===== src/design/erff_pkg.sv =====
package erff_pkg;

    // Field widths
    localparam int BYTE_W        = 8;
    localparam int MAC_W         = 48;
    localparam int LEN_W         = 14;
    localparam int TYPE_W        = 16;
    localparam int CNT_W         = 32;
    localparam int SLOT_W        = 2;
    localparam int CFG_IDX_W     = 3;
    localparam int PROTO_W       = 17;
    localparam int PROTO_ENTRIES = 4;

    // Number of handler slots that take part in the search
    localparam int HANDLER_SLOTS = 4;

    // Frame layout and limits
    localparam int HEADER_BYTES = 14;
    localparam logic [LEN_W-1:0] DEST_END   = LEN_W'(6);
    localparam logic [LEN_W-1:0] SRC_END    = LEN_W'(12);
    localparam logic [LEN_W-1:0] TYPE_END   = LEN_W'(HEADER_BYTES);
    localparam logic [LEN_W-1:0] LEN_MAX    = '1;
    localparam logic [LEN_W-1:0] MAX_LEN_RESET = LEN_W'(1514);
    localparam logic [TYPE_W-1:0] TYPE_MIN  = 16'h0600;
    localparam logic [MAC_W-1:0] MAC_BROADCAST = '1;
    localparam int MULTICAST_BIT = 40;
    localparam int PROTO_ACTIVE_BIT = 16;

    // Register indexes on the configuration port
    localparam logic [CFG_IDX_W-1:0] CFG_LOCAL_ADDR = 3'd0;
    localparam logic [CFG_IDX_W-1:0] CFG_MAX_LEN    = 3'd1;
    localparam logic [CFG_IDX_W-1:0] CFG_PROTO_0    = 3'd2;
    localparam logic [CFG_IDX_W-1:0] CFG_PROTO_1    = 3'd3;
    localparam logic [CFG_IDX_W-1:0] CFG_PROTO_2    = 3'd4;
    localparam logic [CFG_IDX_W-1:0] CFG_PROTO_3    = 3'd5;

    typedef enum logic [2:0] {
        VERDICT_MATCHED    = 3'd0,
        VERDICT_UNHANDLED  = 3'd1,
        VERDICT_FILTERED   = 3'd2,
        VERDICT_BAD_LENGTH = 3'd3,
        VERDICT_BAD_SOURCE = 3'd4,
        VERDICT_BAD_TYPE   = 3'd5
    } verdict_t;

    // Configuration register set
    typedef struct packed {
        logic [MAC_W-1:0]                            local_address;
        logic [LEN_W-1:0]                            len_limit;
        logic [PROTO_ENTRIES-1:0][PROTO_W-1:0]       proto_entry;
    } cfg_t;

    // Captured header of one complete frame
    typedef struct packed {
        logic [LEN_W-1:0]  rx_length;
        logic [TYPE_W-1:0] frame_type;
        logic [MAC_W-1:0]  source_address;
        logic [MAC_W-1:0]  destination_address;
    } header_t;

    // Result item; the last member sits in the lowest bits
    typedef struct packed {
        logic [CNT_W-1:0]  unhandled_total;
        logic [CNT_W-1:0]  invalid_total;
        logic [CNT_W-1:0]  filtered_total;
        logic [CNT_W-1:0]  broadcast_total;
        logic [CNT_W-1:0]  accepted_total;
        logic [LEN_W-1:0]  rx_length;
        logic [MAC_W-1:0]  destination_address;
        logic [MAC_W-1:0]  source_address;
        logic [TYPE_W-1:0] frame_type;
        logic [SLOT_W-1:0] handler_slot;
        logic              broadcast_hit;
        verdict_t          verdict;
    } result_t;

    localparam int RESULT_W = $bits(result_t);
    localparam int TDATA_W  = ((RESULT_W + 7) / 8) * 8;

endpackage


===== src/design/ethernet_rx_frame_filter_core.sv =====
// Receive frame filter. Frame bytes enter one item per clock on the slave stream, with
// tlast on the final byte; every byte is taken back to back as long as results drain.
// The destination, source and EtherType are captured from the first 14 bytes, and at the
// last byte one result item leaves on the master stream carrying the verdict, the captured
// header, the saturated frame length and the five wrapping counters. The path is an input
// register, a header register and a result register, passed in that order once the
// last byte is accepted. Only a last byte can stall: input tready drops when the
// header and result registers are both full and the master side holds tready low. The
// configuration port takes a write in every cycle and is meant to be written while no
// frame is in flight.
module ethernet_rx_frame_filter_core (
    input  logic                            clk,
    input  logic                            rst_n,
    // Input stream
    input  logic                            s_axis_tvalid,
    output logic                            s_axis_tready,
    input  logic [erff_pkg::BYTE_W-1:0]     s_axis_tdata,   // frame_byte
    input  logic                            s_axis_tlast,   // last_byte
    // Result stream
    output logic                            m_axis_tvalid,
    input  logic                            m_axis_tready,
    // verdict, broadcast_hit, handler_slot, frame_type, source_address,
    // destination_address, frame length, accepted_total, broadcast_total,
    // filtered_total, invalid_total, unhandled_total, zero fill
    output logic [erff_pkg::TDATA_W-1:0]    m_axis_tdata,
    // Configuration writes
    input  logic                            cfg_valid,
    output logic                            cfg_ready,
    input  logic [erff_pkg::CFG_IDX_W-1:0]  cfg_index,
    input  logic [erff_pkg::MAC_W-1:0]      cfg_data
);
    import erff_pkg::*;

    cfg_t    cfg;
    header_t hdr;
    logic    hdr_valid;
    logic    hdr_ready;
    result_t result;

    // Configuration registers
    erff_cfg_regs u_cfg_regs (
        .clk       (clk),
        .rst_n     (rst_n),
        .cfg_valid (cfg_valid),
        .cfg_ready (cfg_ready),
        .cfg_index (cfg_index),
        .cfg_data  (cfg_data),
        .cfg       (cfg)
    );

    // Byte capture into header fields
    erff_capture u_capture (
        .clk       (clk),
        .rst_n     (rst_n),
        .in_valid  (s_axis_tvalid),
        .in_ready  (s_axis_tready),
        .in_byte   (s_axis_tdata),
        .in_last   (s_axis_tlast),
        .hdr_valid (hdr_valid),
        .hdr_ready (hdr_ready),
        .hdr       (hdr)
    );

    // Frame checks, handler match and counters
    erff_verdict u_verdict (
        .clk       (clk),
        .rst_n     (rst_n),
        .hdr_valid (hdr_valid),
        .hdr_ready (hdr_ready),
        .hdr       (hdr),
        .cfg       (cfg),
        .out_valid (m_axis_tvalid),
        .out_ready (m_axis_tready),
        .result    (result)
    );

    assign m_axis_tdata = TDATA_W'(result);

    // A handler slot is reported only for a matched frame.
    assert property (@(posedge clk) disable iff (!rst_n)
        m_axis_tvalid && (result.verdict != VERDICT_MATCHED) |-> result.handler_slot == '0)
        else $error("handler slot set on a frame without a matched handler");

    // A length inside the configured window must not yield a length verdict.
    assert property (@(posedge clk) disable iff (!rst_n)
        m_axis_tvalid && (result.rx_length >= LEN_W'(HEADER_BYTES))
        && (result.rx_length <= cfg.len_limit)
        |-> result.verdict != VERDICT_BAD_LENGTH)
        else $error("frame length in range but verdict is bad length");

    // Frames past the destination filter are broadcast or addressed to this station.
    assert property (@(posedge clk) disable iff (!rst_n)
        m_axis_tvalid && ((result.verdict == VERDICT_MATCHED)
        || (result.verdict == VERDICT_UNHANDLED)
        || (result.verdict == VERDICT_BAD_SOURCE)
        || (result.verdict == VERDICT_BAD_TYPE))
        |-> result.broadcast_hit || (result.destination_address == cfg.local_address))
        else $error("frame passed the destination filter with a foreign address");

    // The broadcast flag follows the captured destination.
    assert property (@(posedge clk) disable iff (!rst_n)
        m_axis_tvalid |-> result.broadcast_hit == (result.destination_address == MAC_BROADCAST))
        else $error("broadcast flag disagrees with destination address");

endmodule


===== src/design/erff_cfg_regs.sv =====
module erff_cfg_regs (
    input  logic                           clk,
    input  logic                           rst_n,
    input  logic                           cfg_valid,
    output logic                           cfg_ready,
    input  logic [erff_pkg::CFG_IDX_W-1:0] cfg_index,
    input  logic [erff_pkg::MAC_W-1:0]     cfg_data,
    output erff_pkg::cfg_t                 cfg
);
    import erff_pkg::*;

    cfg_t cfg_reg;
    cfg_t cfg_next;

    // Writes are always taken; unknown indexes are dropped.
    assign cfg_ready = 1'b1;
    assign cfg       = cfg_reg;

    // Register write decode
    always_comb
    begin
        cfg_next = cfg_reg;
        if (cfg_valid)
        begin
            case (cfg_index)
                CFG_LOCAL_ADDR: cfg_next.local_address    = cfg_data;
                CFG_MAX_LEN:    cfg_next.len_limit        = cfg_data[LEN_W-1:0];
                CFG_PROTO_0:    cfg_next.proto_entry[0]   = cfg_data[PROTO_W-1:0];
                CFG_PROTO_1:    cfg_next.proto_entry[1]   = cfg_data[PROTO_W-1:0];
                CFG_PROTO_2:    cfg_next.proto_entry[2]   = cfg_data[PROTO_W-1:0];
                CFG_PROTO_3:    cfg_next.proto_entry[3]   = cfg_data[PROTO_W-1:0];
                default:        cfg_next = cfg_reg;
            endcase
        end
    end

    // Register storage
    always_ff @(posedge clk or negedge rst_n)
    begin
        if (!rst_n)
        begin
            cfg_reg           <= '0;
            cfg_reg.len_limit <= MAX_LEN_RESET;
        end
        else
        begin
            cfg_reg <= cfg_next;
        end
    end

endmodule


===== src/design/erff_capture.sv =====
module erff_capture (
    input  logic                        clk,
    input  logic                        rst_n,
    input  logic                        in_valid,
    output logic                        in_ready,
    input  logic [erff_pkg::BYTE_W-1:0] in_byte,
    input  logic                        in_last,
    output logic                        hdr_valid,
    input  logic                        hdr_ready,
    output erff_pkg::header_t           hdr
);
    import erff_pkg::*;

    logic              in_valid_reg, in_valid_next;
    logic [BYTE_W-1:0] in_byte_reg;
    logic              in_last_reg;

    logic [LEN_W-1:0]  pos_reg, pos_next;
    logic [MAC_W-1:0]  dest_reg, dest_next;
    logic [MAC_W-1:0]  src_reg, src_next;
    logic [TYPE_W-1:0] type_reg, type_next;

    logic              hdr_valid_reg, hdr_valid_next;
    header_t           hdr_reg;

    logic              hdr_free;
    logic              proc;
    logic [LEN_W-1:0]  len_upd;
    logic [MAC_W-1:0]  dest_upd;
    logic [MAC_W-1:0]  src_upd;
    logic [TYPE_W-1:0] type_upd;

    // A registered item is consumed unless it ends a frame and the header slot is full.
    assign hdr_free  = !hdr_valid_reg || hdr_ready;
    assign proc      = in_valid_reg && (!in_last_reg || hdr_free);
    assign in_ready  = !in_valid_reg || proc;
    assign hdr_valid = hdr_valid_reg;
    assign hdr       = hdr_reg;

    // Shift the byte into the header field that its position belongs to.
    always_comb
    begin
        dest_upd = dest_reg;
        src_upd  = src_reg;
        type_upd = type_reg;
        if (pos_reg < DEST_END)
        begin
            dest_upd = {dest_reg[MAC_W-BYTE_W-1:0], in_byte_reg};
        end
        else if (pos_reg < SRC_END)
        begin
            src_upd = {src_reg[MAC_W-BYTE_W-1:0], in_byte_reg};
        end
        else if (pos_reg < TYPE_END)
        begin
            type_upd = {type_reg[TYPE_W-BYTE_W-1:0], in_byte_reg};
        end
        len_upd = (pos_reg == LEN_MAX) ? LEN_MAX : pos_reg + LEN_W'(1);
    end

    // Frame state advances on every consumed item and clears at the end of a frame.
    always_comb
    begin
        pos_next  = pos_reg;
        dest_next = dest_reg;
        src_next  = src_reg;
        type_next = type_reg;
        if (proc)
        begin
            if (in_last_reg)
            begin
                pos_next  = '0;
                dest_next = '0;
                src_next  = '0;
                type_next = '0;
            end
            else
            begin
                pos_next  = len_upd;
                dest_next = dest_upd;
                src_next  = src_upd;
                type_next = type_upd;
            end
        end
    end

    // Handshake state of the input and header registers
    always_comb
    begin
        in_valid_next = in_ready ? in_valid : in_valid_reg;
        if (proc && in_last_reg)
        begin
            hdr_valid_next = 1'b1;
        end
        else if (hdr_ready)
        begin
            hdr_valid_next = 1'b0;
        end
        else
        begin
            hdr_valid_next = hdr_valid_reg;
        end
    end

    // Control and frame state
    always_ff @(posedge clk or negedge rst_n)
    begin
        if (!rst_n)
        begin
            in_valid_reg  <= 1'b0;
            hdr_valid_reg <= 1'b0;
            pos_reg       <= '0;
            dest_reg      <= '0;
            src_reg       <= '0;
            type_reg      <= '0;
        end
        else
        begin
            in_valid_reg  <= in_valid_next;
            hdr_valid_reg <= hdr_valid_next;
            pos_reg       <= pos_next;
            dest_reg      <= dest_next;
            src_reg       <= src_next;
            type_reg      <= type_next;
        end
    end

    // Payload registers
    always_ff @(posedge clk)
    begin
        if (in_ready)
        begin
            in_byte_reg <= in_byte;
            in_last_reg <= in_last;
        end
        if (proc && in_last_reg)
        begin
            hdr_reg.rx_length           <= len_upd;
            hdr_reg.frame_type          <= type_upd;
            hdr_reg.source_address      <= src_upd;
            hdr_reg.destination_address <= dest_upd;
        end
    end

endmodule


===== src/design/erff_verdict.sv =====
module erff_verdict (
    input  logic              clk,
    input  logic              rst_n,
    input  logic              hdr_valid,
    output logic              hdr_ready,
    input  erff_pkg::header_t hdr,
    input  erff_pkg::cfg_t    cfg,
    output logic              out_valid,
    input  logic              out_ready,
    output erff_pkg::result_t result
);
    import erff_pkg::*;

    logic             out_valid_reg, out_valid_next;
    result_t          result_reg, result_next;

    logic [CNT_W-1:0] accepted_reg, accepted_next;
    logic [CNT_W-1:0] bcast_cnt_reg, bcast_cnt_next;
    logic [CNT_W-1:0] filtered_reg, filtered_next;
    logic [CNT_W-1:0] invalid_reg, invalid_next;
    logic [CNT_W-1:0] unhandled_reg, unhandled_next;

    logic             take;
    logic             bcast;
    logic             len_bad;
    logic             dest_miss;
    logic             src_bad;
    logic             type_bad;
    logic             found;
    logic [SLOT_W-1:0] match_slot;
    verdict_t         verdict;

    assign hdr_ready = !out_valid_reg || out_ready;
    assign take      = hdr_valid && hdr_ready;
    assign out_valid = out_valid_reg;
    assign result    = result_reg;

    // Frame checks
    assign bcast     = hdr.destination_address == MAC_BROADCAST;
    assign len_bad   = (hdr.rx_length < LEN_W'(HEADER_BYTES))
                       || (hdr.rx_length > cfg.len_limit);
    assign dest_miss = !bcast && (hdr.destination_address != cfg.local_address);
    assign src_bad   = (hdr.source_address == '0) || hdr.source_address[MULTICAST_BIT];
    assign type_bad  = hdr.frame_type < TYPE_MIN;

    // Lowest active handler slot whose EtherType matches
    always_comb
    begin
        found      = 1'b0;
        match_slot = '0;
        for (int k = HANDLER_SLOTS - 1; k >= 0; k--)
        begin
            if (cfg.proto_entry[k][PROTO_ACTIVE_BIT]
                && (cfg.proto_entry[k][TYPE_W-1:0] == hdr.frame_type))
            begin
                found      = 1'b1;
                match_slot = SLOT_W'(k);
            end
        end
    end

    // Verdict and counter updates, checks taken in priority order
    always_comb
    begin
        accepted_next  = accepted_reg;
        bcast_cnt_next = bcast_cnt_reg;
        filtered_next  = filtered_reg;
        invalid_next   = invalid_reg;
        unhandled_next = unhandled_reg;
        if (len_bad)
        begin
            verdict      = VERDICT_BAD_LENGTH;
            invalid_next = invalid_reg + CNT_W'(1);
        end
        else if (dest_miss)
        begin
            verdict       = VERDICT_FILTERED;
            filtered_next = filtered_reg + CNT_W'(1);
        end
        else if (src_bad)
        begin
            verdict      = VERDICT_BAD_SOURCE;
            invalid_next = invalid_reg + CNT_W'(1);
        end
        else if (type_bad)
        begin
            verdict      = VERDICT_BAD_TYPE;
            invalid_next = invalid_reg + CNT_W'(1);
        end
        else
        begin
            accepted_next = accepted_reg + CNT_W'(1);
            if (bcast)
            begin
                bcast_cnt_next = bcast_cnt_reg + CNT_W'(1);
            end
            if (found)
            begin
                verdict = VERDICT_MATCHED;
            end
            else
            begin
                verdict        = VERDICT_UNHANDLED;
                unhandled_next = unhandled_reg + CNT_W'(1);
            end
        end
    end

    // Result item assembly
    always_comb
    begin
        result_next.verdict             = verdict;
        result_next.broadcast_hit       = bcast;
        result_next.handler_slot        = (verdict == VERDICT_MATCHED) ? match_slot : '0;
        result_next.frame_type          = hdr.frame_type;
        result_next.source_address      = hdr.source_address;
        result_next.destination_address = hdr.destination_address;
        result_next.rx_length           = hdr.rx_length;
        result_next.accepted_total      = accepted_next;
        result_next.broadcast_total     = bcast_cnt_next;
        result_next.filtered_total      = filtered_next;
        result_next.invalid_total       = invalid_next;
        result_next.unhandled_total     = unhandled_next;
    end

    // Output handshake
    always_comb
    begin
        if (take)
        begin
            out_valid_next = 1'b1;
        end
        else if (out_ready)
        begin
            out_valid_next = 1'b0;
        end
        else
        begin
            out_valid_next = out_valid_reg;
        end
    end

    // Control state and counters
    always_ff @(posedge clk or negedge rst_n)
    begin
        if (!rst_n)
        begin
            out_valid_reg <= 1'b0;
            accepted_reg  <= '0;
            bcast_cnt_reg <= '0;
            filtered_reg  <= '0;
            invalid_reg   <= '0;
            unhandled_reg <= '0;
        end
        else
        begin
            out_valid_reg <= out_valid_next;
            if (take)
            begin
                accepted_reg  <= accepted_next;
                bcast_cnt_reg <= bcast_cnt_next;
                filtered_reg  <= filtered_next;
                invalid_reg   <= invalid_next;
                unhandled_reg <= unhandled_next;
            end
        end
    end

    // Result register
    always_ff @(posedge clk)
    begin
        if (take)
        begin
            result_reg <= result_next;
        end
    end

endmodule


===== config.mk =====
export PLATFORM = sky130hd
export DESIGN_NAME = ethernet_rx_frame_filter_core
export DESIGN_NICKNAME = d
export VERILOG_FILES = /design/src/design/erff_pkg.sv /design/src/design/ethernet_rx_frame_filter_core.sv /design/src/design/erff_cfg_regs.sv /design/src/design/erff_capture.sv /design/src/design/erff_verdict.sv
export SDC_FILE = /design/constraint.sdc
export NUM_CORES = 1
export LEC_CHECK = 0
export BUFFER_PORTS_ARGS = -buffer_cell sky130_fd_sc_hd__buf_4
export CAP_MARGIN = 20
export CORE_UTILIZATION = 45
export CTS_BUF_LIST = sky130_fd_sc_hd__clkbuf_8
export CTS_CLUSTER_DIAMETER = 40
export DETAILED_ROUTE_END_ITERATION = 8
export SLEW_MARGIN = 0
export SYNTH_ARGS = -nofsm -noshare
export SYNTH_HDL_FRONTEND = slang
export SYNTH_SLANG_ARGS = --single-unit

===== constraint.sdc =====
create_clock -name clk -period 24.3 [get_ports clk]
set_clock_uncertainty 0.15 [all_clocks]
set_input_delay 1.215 -clock clk [delete_from_list [all_inputs] [get_ports clk]]
set_output_delay 1.215 -clock clk [all_outputs]
set_load 0.1 [all_outputs]

==> results of run 1 <==
## cell families after synthesis
logic type                 after synthesis  share of synthesized area [%]
DFF                                    846                           64.4
and+or+nand+nor                        756                           11.0
xor gates and xnor gates               427                           10.3
muxes                                  237                           7.37
AOI/OAI and AO/OA                      195                           4.29
buffers and inverters                  166                           1.92
adders and majority gates               20                          0.691
other                                    2                         0.0207
## cell type report
| type | count | area (um^2) | share of cell area [%] |
|---|---|---|---|
| Tap cell | 1050 | 1310 | 3.05 |
| Timing Repair Buffer | 387 | 2950 | 6.84 |
| Multi-Input combinational cell | 1640 | 12300 | 28.5 |
| Sequential cell | 846 | 23300 | 54.0 |
| Inverter | 29 | 116 | 0.270 |
| Clock buffer | 169 | 2330 | 5.39 |
| Antenna cell | 2 | 5.00 | 0.0116 |
| Clock inverter | 115 | 832 | 1.93 |
## power groups by stage
stage	sequential [mW]	clock, mW	combinational, mW
floorplan	1.96	0	0.194
global placement	1.74	0	0.564
detailed placement	1.74	0	0.572
CTS	1.71	1.40	0.573
global route	1.72	1.47	0.601
finish	1.71	1.36	0.570
## layer usage
layer | track usage [%] | vias up | wire length (um)
met1 | 29.5 | 11700 | 39100
met4 | 8.16 | 0 | 2600
li1 | - | 10500 | -
met3 | 4.21 | 173 | 4550
met5 | 0 | - | 0
met2 | 36.4 | 688 | 44800
## how the worst max path moves through the flow
stage / to / slack, ps / cells past startpoint
after floorplan: u_verdict.invalid_reg[15] / 13330 / 6
after global placement: u_verdict.invalid_reg[24] / 19440 / 9
after detailed placement: u_verdict.invalid_reg[10] / 19330 / 9
after CTS: u_verdict.result[289] / 20140 / 7
after global routing: u_verdict.result[289] / 19860 / 7
final: u_verdict.result[261] / 20180 / 7
## critical path, cell delays in order, from the launching register on
cell      delay [ps]
edfxtp_1         420
xor2_1           240
nor4_1           480
nand4_1          280
o31ai_4          600
nand3_2          860
nor2_1           470
mux2_1           360
## cells in the final DEF (no fill, tap or decap), types with 75 or more instances in the layout
cell type,Yosys,routed
nand4_1,90,90
xnor2_1,192,192
edfxtp_1,427,427
inv_1,27,78
nor2_1,92,91
nand2_1,181,179
a22o_1,117,117
dfrtp_1,412,412
nor4_1,83,82
xor2_1,235,235
mux2_2,235,235
nor3_1,78,75
buf_4,7,382
nand3_1,96,96
clkbuf_8,0,169
## metrics by stage
step | cell area [um^2] | setup WS, ps | cells | hold WS [ps] | utilization (%)
after floorplan | 36200 | 13330 | 2652 | 271 | -
after global placement | 39900 | 19440 | 3948 | 285 | 50.4
after detailed placement | 39900 | 19330 | 3948 | 287 | 50.4
after CTS | 43100 | 20140 | 4232 | 303 | 54.3
after global routing | 43100 | 19860 | 4238 | 314 | 54.4
final | 43100 | 20180 | 4238 | 299 | 54.4
==> impl_metrics.ini, run 1 <==
[critical_path]
r2r_start = u_capture.hdr[15]
arrival_ps = 4510
crit_required_ps = 24690
cp-startpoint = u_capture.hdr[15]
worstReg2RegEnd = u_verdict.result[261]
ff2ff_setup_slack_ps = 20180
cp-end-kind = flop
crit_type = flop to flop
crit_path_start_kind = flop
worstPathMaxFanout = 46
r2r_cells = 7

[power_and_ir_drop]
power_frac_comb_pct = 15.6
power_frac_seq_pct = 46.9
p_leak_nw = 18.4
cellPowerDensity_nw_per_um2 = 84.5
p_switching_mw = 1.12
p_sw_share_pct = 30.7
finalPower_mw = 3.65
peakVddDrop_mv = 0.0470
power_frac_clock_pct = 37.4
power.internal_mw = 2.53

[clocking]
cts.hold.buffers_added = 0
numClockSinks = 846
clk_path_buf_depth = 3
post_cts_buffers = 0
root_buffer = clkbuf_8
cts_max_level = 4
tritoncts = yes
clkTransAtPathRegs_ps = 60
ctsResizeCount = 0
insertion_delay_ps = 800
cts_made_buffers = 152

[min_path]
holdPathStages = 0
hp-start = u_capture.hdr[76]
hp-class = flop to flop
hold_end = u_verdict.result[50]

[drt]
dr.pass1.iters = 5
ant_nets = 0
routed_wl_mm = 91.0
drcViolationCount = 0
vias_per_cell = 5.46
wl_per_cell_um = 21.5
drt_iter0_markers = 1432
vias = 23100

[logic_synthesis]
synth_top_cells_by_count = edfxtp_1, dfrtp_1, mux2_2, xor2_1, xnor2_1
synth_area_per_cell_um2 = 13.7
ys_seq_area_share_pct = 64.4
ys_seq_elements = 846
synthTopCellsByArea = edfxtp_1, dfrtp_1, mux2_2, xor2_1, xnor2_1
synth_top_area_share_pct = 35.4
async_flop_share_pct = 49.5
synth_edf_count = 427
yosys.area.top_type = edfxtp_1
synth_area_um2 = 36200
ys_types = 70
synth_cells = 2649
ys.flop_type = edfxtp_1
yosysMostFrequentCell = edfxtp_1
yosys_warnings = 0

[sta]
finalCritPeriodShare_pct = 17.0
maxSlewHeadroom_pct = 28.0
tightest_slew_ps = 1080
setup_viol = 0
tns_ps = 0
rsz0062_at_grt = no
fmax_ghz = 0.242
slew_violations = 0
timing.final.crit_period_ps = 4120
hold_violations = 0

[floorplan]
die_y_um = 286
pin_count = 364
die-width_um = 286
initial_core_util_pct = 45.7
num_rows = 103
coreArea_um2 = 79300
die_area_um2 = 81600

[grt]
grt_max_degree = 113
grt_pass1_wl_mm = 139
first_global_vias = 23500
grt_antenna_before_repair = 3
grt.total_usage_pct = 22.2
overflow = 0

[layout]
nets = 3141
drive_gt1_share_pct = 27.8
largest_reg_flops = 292
fillers = 6720
areaGrowthSynthToFinish_pct = 19.1

[placement]
portBuffers = 358
gp_congestion = 0.834
dp_hpwl_mm = 60.9

[run_status]
status = complete, no violations

[job]
max_cap_violations = 0
Power figures use the tool's default switching activity.
==> inputs of run 2 (changes only) <==
Settings changed: PLACE_DENSITY from default to 0.66.
Clock period 24.3 ns to 3.6 ns, I/O delays scaled along.
==> run 2 against run 1 <==
Compared with the run above: non-clock buffer count increased by 144; hold slack got worse by 250 ps; clock power grew to 6.6 times the previous value; power grew to 6.7 times the previous value; critical path type unchanged; largest cell class unchanged; highest routed layer unchanged.
==> impl_metrics.ini, run 2 (synthesis results as in run 1) <==
[critical_path]
crit_required_ps = 4060
cpLargestDelayFamily = simple AND/OR/NAND/NOR gates
worstPathMaxFanout = 46
crit_path_start_kind = flop
r2r_start = u_capture.hdr[15]
arrival_ps = 3870
critPathBufInv = 2
cp-end-kind = flop
worstPathCellList = xor2_1, nor4_1, nand4_1, o31ai_4, buf_12, nand3_2, buf_12, nor4_1, xor2_1
max_stage_delay_ps = 540
crit_type = flop to flop
cp_slowest_cell = nor4_1
cp-startpoint = u_capture.hdr[15]

[run_status]
status = complete, no violations

[layout]
final_cells = 4380
nets = 3284
drive_gt1_share_pct = 27.4
regArea_um2 = 23300
mostFrequentLayoutCells = edfxtp_1, dfrtp_1, buf_4
multi_input_area_um2 = 12300
fillers = 6418
areaGrowthSynthToFinish_pct = 23.1
largest_reg_flops = 292
final_common_cell = edfxtp_1

[floorplan]
initial_core_util_pct = 45.7
die_area_um2 = 81600
die_y_um = 286
num_rows = 103
die-width_um = 286
pin_count = 364
coreArea_um2 = 79300

[sta]
hold_violations = 0
finalCritPeriodShare_pct = 94.8
timing.hold.ws_ps = 53.1
timing.final.crit_period_ps = 3410
fmax_ghz = 0.293
maxSlewHeadroom_pct = 27.4
rsz0062_at_grt = no
slew_violations = 0
tns_ps = 0
setup_viol = 0
tightest_slew_ps = 1090

[clocking]
insertion_delay_ps = 810
post_cts_buffers = 0
cts_max_level = 4
clkTransAtPathRegs_ps = 60
clk_path_buf_depth = 3
numClockSinks = 846
root_buffer = clkbuf_8
tritoncts = yes
cts_made_buffers = 151

[grt]
grt_max_degree = 130
grt.total_usage_pct = 23.1
overflow = 0
grt_pass1_wl_mm = 145
grt_antenna_before_repair = 2
first_global_vias = 24300

[min_path]
hp-class = input pin to flop
hp-start = s_axis_tvalid

[placement]
gp_congestion = 0.872
dp_cells = 3986
portBuffers = 358
dp_hpwl_mm = 63.0

[drt]
drcViolationCount = 0
ant_nets = 0
wl_per_cell_um = 21.5
dr.pass1.iters = 5
routed_wl_mm = 94.2
vias = 23700
vias_per_cell = 5.42
drt_iter0_markers = 1558

[power_and_ir_drop]
power.internal_mw = 16.9
power_frac_comb_pct = 16.5
power_frac_seq_pct = 47.0
peakVddDrop_mv = 0.358
p_sw_share_pct = 31.1
power_frac_clock_pct = 36.4
cellPowerDensity_nw_per_um2 = 550
p_switching_mw = 7.63
p_leak_nw = 19.1

[job]
max_cap_violations = 0
-- run 2: changes by cell type in the layout (fill, tap and decap cells not counted), moves of 4 or more --
cell and change:
buf_4 +21, clkinv_2 -5, clkinv_4 +4, inv_1 +6, clkbuf_8 -4, dlygate4sd3_1 +108, clkinvlp_4 -4, buf_12 +16
-- run 2: repair_timing --
action | in CTS | in global routing
resized for setup | 0 | 1
endpoints found under the setup margin | 0 | 16
hold endpoints to repair | 555 | 0
hold buffers | 109 | 0
-- run 2: layout make-up --
class | count | share of cell area [%]
repair buffers | 531 | 10.1
clock buffers | 165 | 5.09
flip-flops and latches | 846 | 52.3
well taps | 1050 | 2.95
multi-input cells | 1640 | 27.6
clock inverters | 115 | 1.73
inverters | 29 | 0.261
diodes | 4 | 0.0224
-- run 2: worst min-delay path: stages --
cell and delay (ps):
dlygate4sd3_1 530, buf_4 100, nand2b_1 130
-- run 2: metrics by stage --
stage          setup slack [ps]  utilization [%]  cell area [um^2]  power (mW)
2_1_floorplan               269                -             36200        14.5
3_3_place_gp                171             51.0             40400        15.6
3_5_place_dp               60.9             51.0             40400        15.7
4_1_cts                    64.8             56.2             44600        24.8
5_1_grt                    11.2             56.3             44600        25.4
6_report                    187             56.3             44600        24.5
-- run 2: worst paths after layout --
check	endpoint	slack, ps	depth (start not counted)
worst max-delay path	u_verdict.result[272]	190	9
max in group asynchronous	u_capture.src_reg[19]	2230	4
worst min-delay path	u_capture.in_valid_reg	50	3
min in group asynchronous	u_verdict.bcast_cnt_reg[18]	520	4
worst max register to register	u_verdict.result[272]	190	9
worst min register to register	u_verdict.result[64]	300	0
-- run 2: power groups by stage --
| stage | registers (mW) | logic [mW] | clock network [mW] |
|---|---|---|---|
| 6_report | 11.5 | 4.06 | 8.94 |
| 5_1_grt | 11.6 | 4.27 | 9.57 |
| 2_1_floorplan | 13.2 | 1.31 | 0 |
| 3_3_place_gp | 11.7 | 3.92 | 0 |
| 4_1_cts | 11.5 | 4.08 | 9.14 |
| 3_5_place_dp | 11.7 | 3.97 | 0 |
-- run 2: layer usage --
metal  vias up  track usage [%]  part of all wire, %
li1      10800                -                    -
met1     12000             30.7                   43
met2       742             37.9                   49
met3       178             4.16                  5.3
met4         0             8.84                  3.1
met5         -                0                    0
